==> src/rtl/core/sts_pkg.sv <==
`default_nettype none
package sts_pkg;

  localparam int POS_BITS   = 32;
  localparam int NAME_CHARS = 6;
  localparam int NLEN_BITS  = $clog2(NAME_CHARS + 2);
  localparam int NIDX_BITS  = $clog2(NAME_CHARS);
  localparam int QDEPTH     = 4;
  localparam int QIDX_BITS  = $clog2(QDEPTH);

  localparam logic [POS_BITS-1:0] POS_TOP  = {POS_BITS{1'b1}};
  localparam logic [31:0]         LINE_TOP = 32'hFFFF_FFFF;

  // token kinds
  localparam logic [5:0] K_LPAREN   = 6'd0;
  localparam logic [5:0] K_RPAREN   = 6'd1;
  localparam logic [5:0] K_LBRACE   = 6'd2;
  localparam logic [5:0] K_RBRACE   = 6'd3;
  localparam logic [5:0] K_SEMI     = 6'd4;
  localparam logic [5:0] K_COMMA    = 6'd5;
  localparam logic [5:0] K_DOT      = 6'd6;
  localparam logic [5:0] K_MINUS    = 6'd7;
  localparam logic [5:0] K_PLUS     = 6'd8;
  localparam logic [5:0] K_SLASH    = 6'd9;
  localparam logic [5:0] K_STAR     = 6'd10;
  localparam logic [5:0] K_BANG     = 6'd11;
  localparam logic [5:0] K_EQUAL    = 6'd13;
  localparam logic [5:0] K_LESS     = 6'd15;
  localparam logic [5:0] K_GREATER  = 6'd17;
  localparam logic [5:0] K_IDENT    = 6'd19;
  localparam logic [5:0] K_STRING   = 6'd20;
  localparam logic [5:0] K_NUMBER   = 6'd21;
  localparam logic [5:0] K_KEYWORD0 = 6'd22;
  localparam logic [5:0] K_ERROR    = 6'd37;
  localparam logic [5:0] K_EOF      = 6'd38;

  localparam logic [1:0] E_NONE     = 2'd0;
  localparam logic [1:0] E_UNEXP    = 2'd1;
  localparam logic [1:0] E_UNTERM   = 2'd2;

  typedef enum logic [3:0] {
    M_IDLE, M_SLASH, M_COMMENT, M_IDENT, M_NUMBER, M_NUMDOT, M_FRAC,
    M_STRING, M_BANG, M_EQUAL, M_LESS, M_GREATER
  } mode_t;

  // one pending token slot, as the front classifies it
  typedef struct packed {
    logic [5:0]          kind;
    logic [1:0]          err;
    logic [POS_BITS-1:0] start;
    logic [POS_BITS-1:0] len;
    logic [31:0]         line;
  } tok_t;

  // a classified transaction: up to three tokens
  typedef struct packed {
    logic [1:0] cnt;
    tok_t       t0;
    tok_t       t1;
    tok_t       t2;
  } batch_t;

  typedef logic [7:0] name_t [NAME_CHARS];

  function automatic logic is_alpha(input logic [7:0] c);
    return (c >= "a" && c <= "z") || (c >= "A" && c <= "Z") || c == "_";
  endfunction

  function automatic logic is_digit(input logic [7:0] c);
    return c >= "0" && c <= "9";
  endfunction

  function automatic logic [31:0] clip32(input logic [POS_BITS-1:0] v);
    logic [31:0] r;
    if (POS_BITS > 32) begin
      r = (v > POS_BITS'(LINE_TOP)) ? LINE_TOP : 32'(v);
    end else begin
      r = 32'(v);
    end
    return r;
  endfunction

  // keyword lookup over the buffered name prefix
  function automatic logic [5:0] kw_kind(input name_t p,
                                         input logic [NLEN_BITS-1:0] n);
    logic [47:0] w;
    logic [5:0]  k;
    w = '0;
    for (int i = 0; i < 6; i++) begin
      if (i < NAME_CHARS && i < int'(n)) w[47-8*i -: 8] = p[i];
    end
    k = K_IDENT;
    case (n)
      NLEN_BITS'(2): begin
        if (w[47:32] == "if") k = K_KEYWORD0 + 6'd6;
        else if (w[47:32] == "or") k = K_KEYWORD0 + 6'd8;
      end
      NLEN_BITS'(3): begin
        if (w[47:24] == "and") k = K_KEYWORD0 + 6'd0;
        else if (w[47:24] == "for") k = K_KEYWORD0 + 6'd4;
        else if (w[47:24] == "fun") k = K_KEYWORD0 + 6'd5;
        else if (w[47:24] == "nil") k = K_KEYWORD0 + 6'd7;
      end
      NLEN_BITS'(4): begin
        if (w[47:16] == "else") k = K_KEYWORD0 + 6'd2;
        else if (w[47:16] == "this") k = K_KEYWORD0 + 6'd12;
        else if (w[47:16] == "true") k = K_KEYWORD0 + 6'd13;
      end
      NLEN_BITS'(5): begin
        if (w[47:8] == "class") k = K_KEYWORD0 + 6'd1;
        else if (w[47:8] == "false") k = K_KEYWORD0 + 6'd3;
        else if (w[47:8] == "print") k = K_KEYWORD0 + 6'd9;
        else if (w[47:8] == "super") k = K_KEYWORD0 + 6'd11;
        else if (w[47:8] == "while") k = K_KEYWORD0 + 6'd14;
      end
      NLEN_BITS'(6): begin
        if (w == "return") k = K_KEYWORD0 + 6'd10;
      end
      default: k = K_IDENT;
    endcase
    return k;
  endfunction

endpackage
`default_nettype wire

==> src/rtl/core/sts_front.sv <==
`default_nettype none
module sts_front import sts_pkg::*; (
  input  wire logic       clk,
  input  wire logic       rst_n,
  input  wire logic       in_valid,
  output logic            in_stall,
  input  wire logic [7:0] in_char_byte,
  input  wire logic       in_end_marker,
  output logic            b_valid,
  output batch_t          b_data,
  input  wire logic       b_full
);

  mode_t                  mode_r, mode_nxt;
  logic [POS_BITS-1:0]    tstart_r, tstart_nxt;
  logic [POS_BITS-1:0]    pos_r, pos_nxt;
  logic [31:0]            line_r, line_nxt;
  name_t                  name_r;
  logic [NLEN_BITS-1:0]   nlen_r, nlen_nxt;
  logic                   nwr;
  logic [NIDX_BITS-1:0]   nwr_idx;

  logic                   acc;
  logic [POS_BITS-1:0]    len, dot, sstart;
  tok_t                   toks [3];
  logic [1:0]             n;
  logic [5:0]             opk;
  logic [7:0]             c;

  assign in_stall = b_full;
  assign acc      = in_valid && !b_full;
  assign c        = in_char_byte;

  assign len    = (pos_r > tstart_r) ? pos_r - tstart_r : '0;
  assign dot    = (pos_r > tstart_r) ? pos_r - POS_BITS'(1) : tstart_r;
  assign sstart = (tstart_r < POS_TOP) ? tstart_r + POS_BITS'(1) : tstart_r;

  always_comb begin
    case (mode_r)
      M_BANG:  opk = K_BANG;
      M_EQUAL: opk = K_EQUAL;
      M_LESS:  opk = K_LESS;
      default: opk = K_GREATER;
    endcase
  end

  // classify one transaction into up to three tokens and the next state
  always_comb begin
    logic        do_idle;
    logic [31:0] ln;
    logic [31:0] ln_up;
    mode_t       im;
    logic        itok;
    logic [5:0]  ik;
    logic [1:0]  ie;
    logic        istart;
    do_idle  = 1'b0;
    ln       = line_r;
    ln_up    = (line_r < LINE_TOP) ? line_r + 32'd1 : line_r;
    im       = M_IDLE;
    itok     = 1'b0;
    ik       = K_ERROR;
    ie       = E_NONE;
    istart   = 1'b0;
    n        = 2'd0;
    for (int i = 0; i < 3; i++) toks[i] = '0;
    mode_nxt   = mode_r;
    tstart_nxt = tstart_r;
    nlen_nxt   = nlen_r;
    nwr        = 1'b0;
    nwr_idx    = '0;
    line_nxt   = line_r;
    pos_nxt    = (pos_r < POS_TOP) ? pos_r + POS_BITS'(1) : pos_r;

    if (in_end_marker) begin
      pos_nxt = '0;
      case (mode_r)
        M_SLASH: begin
          toks[0] = '{K_SLASH, E_NONE, tstart_r, POS_BITS'(1), line_r}; n = 2'd1;
        end
        M_IDENT: begin
          toks[0] = '{kw_kind(name_r, nlen_r), E_NONE, tstart_r, len, line_r}; n = 2'd1;
        end
        M_NUMBER, M_FRAC: begin
          toks[0] = '{K_NUMBER, E_NONE, tstart_r, len, line_r}; n = 2'd1;
        end
        M_NUMDOT: begin
          toks[0] = '{K_NUMBER, E_NONE, tstart_r, dot - tstart_r, line_r};
          toks[1] = '{K_DOT, E_NONE, dot, POS_BITS'(1), line_r}; n = 2'd2;
        end
        M_STRING: begin
          toks[0] = '{K_ERROR, E_UNTERM, tstart_r, len, line_r}; n = 2'd1;
        end
        M_BANG, M_EQUAL, M_LESS, M_GREATER: begin
          toks[0] = '{opk, E_NONE, tstart_r, POS_BITS'(1), line_r}; n = 2'd1;
        end
        default: n = 2'd0;
      endcase
      toks[n] = '{K_EOF, E_NONE, pos_r, '0, line_r};
      n = n + 2'd1;
      mode_nxt   = M_IDLE;
      tstart_nxt = '0;
      line_nxt   = 32'd1;
      nlen_nxt   = '0;
    end else begin
      case (mode_r)
        M_SLASH: begin
          if (c == "/") mode_nxt = M_COMMENT;
          else begin
            toks[0] = '{K_SLASH, E_NONE, tstart_r, POS_BITS'(1), line_r}; n = 2'd1;
            do_idle = 1'b1;
          end
        end
        M_COMMENT: if (c == 8'h0A) do_idle = 1'b1;
        M_IDENT: begin
          if (is_alpha(c) || is_digit(c)) begin
            if (nlen_r < NLEN_BITS'(NAME_CHARS)) begin
              nwr = 1'b1; nwr_idx = NIDX_BITS'(nlen_r);
              nlen_nxt = nlen_r + NLEN_BITS'(1);
            end else nlen_nxt = NLEN_BITS'(NAME_CHARS + 1);
          end else begin
            toks[0] = '{kw_kind(name_r, nlen_r), E_NONE, tstart_r, len, line_r};
            n = 2'd1; do_idle = 1'b1;
          end
        end
        M_NUMBER, M_FRAC: begin
          if (is_digit(c)) mode_nxt = mode_r;
          else if (c == "." && mode_r == M_NUMBER) mode_nxt = M_NUMDOT;
          else begin
            toks[0] = '{K_NUMBER, E_NONE, tstart_r, len, line_r}; n = 2'd1;
            do_idle = 1'b1;
          end
        end
        M_NUMDOT: begin
          if (is_digit(c)) mode_nxt = M_FRAC;
          else begin
            toks[0] = '{K_NUMBER, E_NONE, tstart_r, dot - tstart_r, line_r};
            toks[1] = '{K_DOT, E_NONE, dot, POS_BITS'(1), line_r}; n = 2'd2;
            do_idle = 1'b1;
          end
        end
        M_STRING: begin
          if (c == 8'h22) begin
            toks[0] = '{K_STRING, E_NONE, sstart,
                        (pos_r > sstart) ? pos_r - sstart : '0, line_r};
            n = 2'd1; mode_nxt = M_IDLE;
          end else if (c == 8'h0A) line_nxt = ln_up;
        end
        M_BANG, M_EQUAL, M_LESS, M_GREATER: begin
          if (c == "=") begin
            toks[0] = '{opk + 6'd1, E_NONE, tstart_r, POS_BITS'(2), line_r};
            n = 2'd1; mode_nxt = M_IDLE;
          end else begin
            toks[0] = '{opk, E_NONE, tstart_r, POS_BITS'(1), line_r}; n = 2'd1;
            do_idle = 1'b1;
          end
        end
        default: do_idle = 1'b1;
      endcase

      // a byte seen between tokens
      if (do_idle) begin
        case (c)
          8'h20, 8'h0D, 8'h09: im = M_IDLE;
          8'h0A: begin im = M_IDLE; ln = ln_up; end
          "(": begin itok = 1'b1; ik = K_LPAREN; end
          ")": begin itok = 1'b1; ik = K_RPAREN; end
          "{": begin itok = 1'b1; ik = K_LBRACE; end
          "}": begin itok = 1'b1; ik = K_RBRACE; end
          ";": begin itok = 1'b1; ik = K_SEMI; end
          ",": begin itok = 1'b1; ik = K_COMMA; end
          ".": begin itok = 1'b1; ik = K_DOT; end
          "-": begin itok = 1'b1; ik = K_MINUS; end
          "+": begin itok = 1'b1; ik = K_PLUS; end
          "*": begin itok = 1'b1; ik = K_STAR; end
          "/": begin im = M_SLASH; istart = 1'b1; end
          "!": begin im = M_BANG; istart = 1'b1; end
          "=": begin im = M_EQUAL; istart = 1'b1; end
          "<": begin im = M_LESS; istart = 1'b1; end
          ">": begin im = M_GREATER; istart = 1'b1; end
          8'h22: begin im = M_STRING; istart = 1'b1; end
          default: begin
            if (is_alpha(c)) begin
              im = M_IDENT; istart = 1'b1;
              nwr = 1'b1; nwr_idx = '0; nlen_nxt = NLEN_BITS'(1);
            end else if (is_digit(c)) begin
              im = M_NUMBER; istart = 1'b1;
            end else begin
              itok = 1'b1; ik = K_ERROR; ie = E_UNEXP;
            end
          end
        endcase
        mode_nxt = im;
        line_nxt = ln;
        if (istart) tstart_nxt = pos_r;
        if (itok) begin
          toks[n] = '{ik, ie, pos_r, POS_BITS'(1), line_r};
          n = n + 2'd1;
        end
      end
    end
  end

  always_comb begin
    b_valid   = acc && (n != 2'd0);
    b_data.cnt = n;
    b_data.t0  = toks[0];
    b_data.t1  = toks[1];
    b_data.t2  = toks[2];
  end

  // scanner state
  always_ff @(posedge clk) begin
    if (!rst_n) begin
      mode_r   <= M_IDLE;
      tstart_r <= '0;
      pos_r    <= '0;
      line_r   <= 32'd1;
      nlen_r   <= '0;
    end else if (acc) begin
      mode_r   <= mode_nxt;
      tstart_r <= tstart_nxt;
      pos_r    <= pos_nxt;
      line_r   <= line_nxt;
      nlen_r   <= nlen_nxt;
    end
  end

  // name prefix buffer
  always_ff @(posedge clk) begin
    if (acc && nwr) name_r[nwr_idx] <= c;
  end

endmodule
`default_nettype wire

==> src/rtl/core/sts_queue.sv <==
`default_nettype none
module sts_queue import sts_pkg::*; (
  input  wire logic clk,
  input  wire logic rst_n,
  input  wire logic wr_en,
  input  batch_t    wr_data,
  output logic      full,
  output logic      rd_valid,
  output batch_t    rd_data,
  input  wire logic rd_en
);

  batch_t               mem_r [QDEPTH];
  logic [QIDX_BITS-1:0] wp_r, rp_r;
  logic [QIDX_BITS:0]   cnt_r;

  assign full     = cnt_r == (QIDX_BITS+1)'(QDEPTH);
  assign rd_valid = cnt_r != '0;
  assign rd_data  = mem_r[rp_r];

  // pointer and occupancy
  always_ff @(posedge clk) begin
    if (!rst_n) begin
      wp_r  <= '0;
      rp_r  <= '0;
      cnt_r <= '0;
    end else begin
      if (wr_en) wp_r <= wp_r + QIDX_BITS'(1);
      if (rd_en) rp_r <= rp_r + QIDX_BITS'(1);
      cnt_r <= cnt_r + (QIDX_BITS+1)'(wr_en) - (QIDX_BITS+1)'(rd_en);
    end
  end

  always_ff @(posedge clk) begin
    if (wr_en) mem_r[wp_r] <= wr_data;
  end

endmodule
`default_nettype wire

==> src/rtl/core/sts_back.sv <==
`default_nettype none
module sts_back import sts_pkg::*; (
  input  wire logic   clk,
  input  wire logic   rst_n,
  input  wire logic   q_valid,
  input  batch_t      q_data,
  output logic        q_pop,
  output logic        out_valid,
  input  wire logic   out_stall,
  output logic [5:0]  out_token_kind,
  output logic [1:0]  out_error_kind,
  output logic [31:0] out_start_offset,
  output logic [31:0] out_lexeme_length,
  output logic [31:0] out_line_number,
  output logic        out_last_of_run
);

  logic [1:0] idx_r;
  logic       vld_r;
  tok_t       cur;
  logic       last;
  logic       load;
  logic [5:0]  kind_r;
  logic [1:0]  err_r;
  logic [31:0] st_r, ln_r, line_r;
  logic        lst_r;

  always_comb begin
    case (idx_r)
      2'd0:    cur = q_data.t0;
      2'd1:    cur = q_data.t1;
      default: cur = q_data.t2;
    endcase
  end

  // take the next token when the output register is empty or being taken
  assign last  = (idx_r + 2'd1) == q_data.cnt;
  assign load  = q_valid && (!vld_r || !out_stall);
  assign q_pop = load && last;

  always_ff @(posedge clk) begin
    if (!rst_n) begin
      idx_r <= '0;
      vld_r <= 1'b0;
    end else begin
      if (load) begin
        vld_r <= 1'b1;
        idx_r <= last ? 2'd0 : idx_r + 2'd1;
      end else if (!out_stall) begin
        vld_r <= 1'b0;
      end
    end
  end

  // output register
  always_ff @(posedge clk) begin
    if (load) begin
      kind_r <= cur.kind;
      err_r  <= cur.err;
      st_r   <= clip32(cur.start);
      ln_r   <= clip32(cur.len);
      line_r <= cur.line;
      lst_r  <= last;
    end
  end

  assign out_valid         = vld_r;
  assign out_token_kind    = kind_r;
  assign out_error_kind    = err_r;
  assign out_start_offset  = st_r;
  assign out_lexeme_length = ln_r;
  assign out_line_number   = line_r;
  assign out_last_of_run   = lst_r;

endmodule
`default_nettype wire

==> src/rtl/core/script_token_scanner_top.sv <==
`default_nettype none
// Channel | Ports                                           | Role
// in      | in_valid, in_stall, in_char_byte, in_end_marker | source bytes
// out     | out_valid, out_stall, out_token_kind .. last_of_run | tokens
//
// One byte is taken every cycle while in_stall is low; each token goes
// through the batch queue and the output register. A byte that completes two
// or three tokens sends them one at a time; a four-entry batch queue absorbs
// this before in_stall rises. rst_n is synchronous; it clears the scanner
// state and the queue. in_stall is high only while the batch queue is full.
module script_token_scanner_top import sts_pkg::*; (
  input  wire logic       clk,
  input  wire logic       rst_n,
  input  wire logic       in_valid,
  output logic            in_stall,
  input  wire logic [7:0] in_char_byte,
  input  wire logic       in_end_marker,
  output logic            out_valid,
  input  wire logic       out_stall,
  output logic [5:0]      out_token_kind,
  output logic [1:0]      out_error_kind,
  output logic [31:0]     out_start_offset,
  output logic [31:0]     out_lexeme_length,
  output logic [31:0]     out_line_number,
  output logic            out_last_of_run
);

  logic   b_valid, q_full, q_valid, q_pop;
  batch_t b_data, q_data;

  sts_front u_front (
    .clk, .rst_n, .in_valid, .in_stall, .in_char_byte, .in_end_marker,
    .b_valid, .b_data, .b_full(q_full)
  );

  sts_queue u_queue (
    .clk, .rst_n, .wr_en(b_valid), .wr_data(b_data), .full(q_full),
    .rd_valid(q_valid), .rd_data(q_data), .rd_en(q_pop)
  );

  sts_back u_back (
    .clk, .rst_n, .q_valid, .q_data, .q_pop,
    .out_valid, .out_stall, .out_token_kind, .out_error_kind,
    .out_start_offset, .out_lexeme_length, .out_line_number, .out_last_of_run
  );

endmodule
`default_nettype wire

==> config.mk <==
export PLATFORM = sky130hd
export DESIGN_NAME = script_token_scanner_top
export DESIGN_NICKNAME = d
export VERILOG_FILES = /design/src/rtl/core/sts_pkg.sv /design/src/rtl/core/sts_front.sv /design/src/rtl/core/sts_queue.sv /design/src/rtl/core/sts_back.sv /design/src/rtl/core/script_token_scanner_top.sv
export SDC_FILE = /design/constraint.sdc
export NUM_CORES = 2
export LEC_CHECK = 0
export BUFFER_PORTS_ARGS = -buffer_cell sky130_fd_sc_hd__buf_4
export CORE_ASPECT_RATIO = 0.8
export CORE_MARGIN = 2
export CORE_UTILIZATION = 25
export CTS_CLUSTER_DIAMETER = 80
export DETAILED_ROUTE_END_ITERATION = 12
export PLACE_DENSITY = 0.41
export SLEW_MARGIN = 20
export SYNTH_ARGS = -nofsm -noshare
export SYNTH_HDL_FRONTEND = slang
export SYNTH_HIERARCHICAL = 1
export SYNTH_SLANG_ARGS = --single-unit
==> constraint.sdc <==
create_clock -name clk -period 15.3 [get_ports clk]
set_clock_uncertainty 0.1 [all_clocks]
set_input_delay 3.825 -clock clk [delete_from_list [all_inputs] [get_ports clk]]
set_output_delay 3.825 -clock clk [all_outputs]
set_load 0.1 [all_outputs]
# [Word-level counts from Yosys, hierarchy flattened]
# Memories as Yosys holds them, arrays and structs flattened. A register that Yosys moved wholly into a read port is not among the register bits.
# Cells that the tools add are included.
[word_totals] register_bits=266 mem_count=1 mem_bits_rw=1256 out_inout_bits=107 in_bits=13 rom_bits=0 latchBits=0 wordCells=374
[memory_table] name="u_queue.mem_r" words=4 width=314 rd=1 rd_ports_with_merged_regs=1 write_ports=1 line="sts_queue.sv:13" source="batch_t mem_r [QDEPTH];"
[op_classes] n_bitwise=3 n_eq_ne=78 n_addsub=16 shifts=0 mul=0 n_reduce_logical=39 n_mux=191 magnitude_cmp=24 n_div=0
[ops] operator="104-bit one-hot mux with 6 select lines" count=2
[ops] operator="104-bit two-way mux" count=10
[ops] operator="312-bit two-way mux" count=3
[ops] operator="312-bit bitwise mux" count=2
[ops] operator="32-bit two-way mux" count=15
[ops] operator="104-bit demux with 2-bit select" count=2
[ops] operator="40-bit by 39-bit == test with 1-bit output, second input constant" count=10
[ops] operator="8-bit two-way mux" count=37
[ops] operator="104-bit one-hot mux with 2 select lines" count=1
[ops] operator="207-bit two-way mux" count=1
[ops] operator="103-bit two-way mux" count=2
[ops] operator="24-bit by 23-bit == test with 1-bit output, second input constant" count=8
[ops] operator="32-bit by 31-bit == test with 1-bit output, second input constant" count=6
[ops] operator="6-bit two-way mux" count=28
[ops] operator="8-bit by 6-bit == test with 1-bit output, second input constant" count=15
[ops] operator="102-bit two-way mux" count=1
[ops] operator="101-bit two-way mux" count=1
[ops] operator="32-bit by 1-bit adder with 32-bit output, second input constant" count=3
[ops] operator="48-bit by 47-bit == test with 1-bit output, second input constant" count=2
[ops] operator="32-bit less-than comparator, second input constant" count=3
[ops] operator="32-bit subtractor" count=3
[ops] operator="16-bit by 15-bit == test with 1-bit output, second input constant" count=4
[ops] operator="32-bit > comparator" count=2
[ops] operator="6-bit one-hot mux with 10 select lines" count=1
[ops] operator="65 further kinds" count=189

# [Logic depth before layout (Yosys ltp)]
[logic_depth] word_depth=22 ltp_mapped=27 mapped_depth_nobuf=24

# [Cells and area by module]
# Netlist, hierarchy kept.
[modules_own_cells] mod="sts_queue" cells_per_inst=1683 n_inst=1 seq_area_each_um2=37896.3 area_per_inst_um2=45761.4
[modules_own_cells] mod="sts_front" cells_per_inst=2673 n_inst=1 seq_area_each_um2=3503.4 area_per_inst_um2=18950.7
[modules_own_cells] mod="sts_back" cells_per_inst=473 n_inst=1 seq_area_each_um2=3213.1 area_per_inst_um2=5161.2

# [Worst setup path before layout]
# Ideal clock, no wire load.
[synth_timing] path_type="input to register" start="input in_char_byte[5]" end="memory u_queue/mem_r[0][0] (netlist bit), enable pin" setup_ns=0.715 cell_stages=11 required_ns=14.485 n_path_buf=1 path_slack_ns=1.017 arrival_ns=13.468 path_cell_list="clkbuf_1 -> or4b_2 -> nor2_1 -> nand2_1 -> nor2_1 -> nor3_1 -> ha_1 -> mux2i_1 -> o21ai_0 -> o21a_1 -> and2_1"
[synth_lines] element="start, declared" line="script_token_scanner_top.sv:16" source="input wire logic [7:0] in_char_byte,"
[synth_lines] element="end, declared" line="sts_queue.sv:13"

==> flow_summary_export.csv <==
group,metric,value,unit
flow_run,max_cap_violations,0,
floorplanning,die_area,0.284,mm^2
cts,path_clk_slew,60,ps
place,dp_hpwl,140,mm
floorplanning,core_area,0.278,mm^2
sta,slew_headroom,19.4,%
power,p_leak,26.5,nW
layout,layout.nets,5094,
sta,tns,0,ps
logic_synthesis,yosysSeqAreaShare,63.8,%
worst_hold_path,hp-class,"flop to flop",
drt,drt_iter0_drc,4264,
cts,cts.sinks,1524,
setup_path,critPathArrivalTime,10230,ps
cts,cts_tree,"built",
power,power_density,169,mW/mm^2
sta,period_minus_slack,9880,ps
logic_synthesis,yosys-top-cells-area,"edfxtp_1, mux4_2, dfxtp_1",
cts,cts_resized,0,
sta,fmax,101,MHz
global_route,grt_first_pass_wirelength,314,mm
setup_path,slowest_stage,"and2_4",
setup_path,required,15650,ps
floorplanning,die_w,595,um
sta,hold_viol_final,0,
sta,maxSlewViolCount,0,
sta,setup_viol,0,
logic_synthesis,ys_async_sr_fraction,0,%
drt,dr.pass1.iters,5,
sta,fin_crit_sh,64.6,%
drt,routedWlPerCell,24.9,um
layout,area_growth,15.0,%
layout,fin_cells,8776,
sta,rsz0062_at_grt,"no",
sta,tightest_slew,1210,ps
logic_synthesis,synth-main-ff-cell,"edfxtp_1",
power,max-vdd-ir-drop,0.000217,V
global_route,grt_max_degree,126,
place,dp_cells,8452,
worst_hold_path,worstHoldPathCells,2,
global_route,overflow,0,
logic_synthesis,synth_top_area_cell,"edfxtp_1",
logic_synthesis,ys_seq_elements,1524,
drt,ant_nets,0,
global_route,antenna_found_initial,9,
setup_path,cp_common_cell,"buf_4",
cts,clock_latency,840,ps
cts,root_buffer,"clkbuf_16",
cts,cts-buffers-inserted,180,
layout,layout-drive-gt1-share,16.8,%
drt,routed_wirelength,218,mm
logic_synthesis,yosys-top-cells-count,"edfxtp_1, nand2_1, mux4_2",
floorplanning,rows,173,
place,port_buffers,119,
floorplanning,io_pins,120,
cts,hold_buffers,0,
setup_path,reg2reg_depth,25,
global_route,grtUsageTotal,15.0,%
setup_path,critical_path_class,"primary input to flop",
cts,cts_max_level,4,
global_route,grt_pass1_vias,42155,
cts,cts_setup_buffers,0,
logic_synthesis,synth_top_area_share,60.6,%
setup_path,max_stage_delay,760,ps
setup_path,end_kind,"flop",
setup_path,start_kind,"primary input",
power,power,13.5,mW
logic_synthesis,synth_edf_count,1409,
place,gp_congestion,0.911,
logic_synthesis,ys_types,95,
floorplanning,start_util,25.1,%
drt,vias,42413,
setup_path,cp_cell_sequence,"buf_4 > nand4bb_1 > nand2b_1 > nand2_1 > inv_2 > a211oi_2 > nand2_1 > nand2b_1 > mux2i_1 > o21ai_0 > o21a_1 > and2_4 > buf_4 > buf_4",
setup_path,crit_fanout,42,
cts,clockBufferDepth,4,
logic_synthesis,postSynthAreaPerCell,14.5,um^2
drt,vias_per_cell,4.83,
run_status,status,"complete, no violations",
floorplanning,die_h,477,um
drt,drc_errors,0,
logic_synthesis,synth.most_common_cell,"edfxtp_1",
logic_synthesis,synthesis.area,0.0699,mm^2
logic_synthesis,syn_inst,4829,
logic_synthesis,ys_warn_count,6,
[logic make-up after synthesis]
kind of cell / count (synthesis) / share of synthesized area (%)
simple gates: 1352 / 9.54
xor+xnor: 206 / 2.60
compound gates: 862 / 8.16
buf+inv: 440 / 3.37
mux: 322 / 10.2
fa+ha+maj: 122 / 2.23
other cells: 1 / 0.00537
flops: 1524 / 63.8
[routing by layer]
metal | wire length, um | up-vias | GRT usage [%]
li1 | - | 18871 | -
met1 | 106000 | 21864 | 22.8
met2 | 92600 | 1374 | 21.9
met3 | 13800 | 298 | 2.50
met4 | 5330 | 6 | 3.91
met5 | 31 | - | 0
[power breakdown]
| part | switching (mW) | internal (mW) | total (mW) |
|---|---|---|---|
| registers | 0.156 | 5.21 | 5.37 |
| logic | 2.90 | 1.16 | 4.06 |
| clock network | 1.70 | 2.42 | 4.12 |
| total | 4.75 | 8.79 | 13.5 |
[state kept, by name, summed over array words and instances, names as in the netlist, 2 cells and up, named ones only]
register,count
u_queue/wp_r,2
u_front/nlen_r,3
u_back/out_token_kind,6
u_back/out_error_kind,2
u_front/line_r,32
u_back/out_lexeme_length,32
u_front/pos_r,32
u_queue/mem_r,1256
u_back/idx_r,2
u_front/name_r,48
u_back/out_start_offset,32
u_queue/cnt_r,3
u_front/tstart_r,32
u_queue/rp_r,2
u_back/out_line_number,32
u_front/mode_r,4
[through the flow]
| stage | cell area (um^2) | hold WS (ps) | worst slack, ps | utilization [%] |
|---|---|---|---|---|
| 3_5_place_dp | 74700 | 367 | 4650 | 26.9 |
| 4_1_cts | 80300 | 377 | 5530 | 28.9 |
| 5_1_grt | 80300 | 415 | 5110 | 28.9 |
| 6_report | 80300 | 370 | 5420 | 28.9 |
| 2_1_floorplan | 70100 | 346 | 1020 | - |
| 3_3_place_gp | 74700 | 358 | 4730 | 26.9 |
[worst paths after layout]
kind / startpoint / to / slack [ps]
worst min register to register: u_back/idx_r[1] / u_back/idx_r[1] / 370
worst min-delay path: u_back/idx_r[1] / u_back/idx_r[1] / 370
worst max register to register: u_front/pos_r[0] / u_queue/mem_r[2][260] / 7270
worst max-delay path: in_char_byte[6] / u_queue/mem_r[1][41] / 5420
[area by class of cell]
cell class                 instances  area, um^2
clock buffer                     224        4790
inverter                          90         338
sequential                      1524       44600
clock inverter                    97         815
multi-input combinational       2930       23300
timing repair buffer             233        1890
tap                             3675        4600
fill                           28080      198000
antenna                            3        7.51
[cell usage in the layout (no fill, tap or decap), drive strengths merged, types with 13 or more instances in the layout]
cell    count
a211oi     38
a21boi     38
a21o       53
a21oi     196
a221oi     30
a22oi     144
a31oi      17
and2      155
and3       35
and4       15
buf       233
clkbuf    224
clkinv     68
conb       66
dfxtp     115
edfxtp   1409
ha        118
inv       101
mux4      314
nand2     470
nand2b     40
nand3      73
nand3b     39
nand4      40
nor2      266
nor2b      30
nor3       76
nor3b      13
nor4       24
o211ai     15
o21a       23
o21ai     170
o22ai      40
or3        26
xnor2     112
xor2       93
[critical path: cells and delay by family]
family                 cells  cell delay (ps)
multiplexers               1              110
buffers and inverters      4             1920
AND/OR/NAND/NOR            6             2770
AO/OA/AOI/OAI              3             1520
Power figures use the tool's default switching activity.
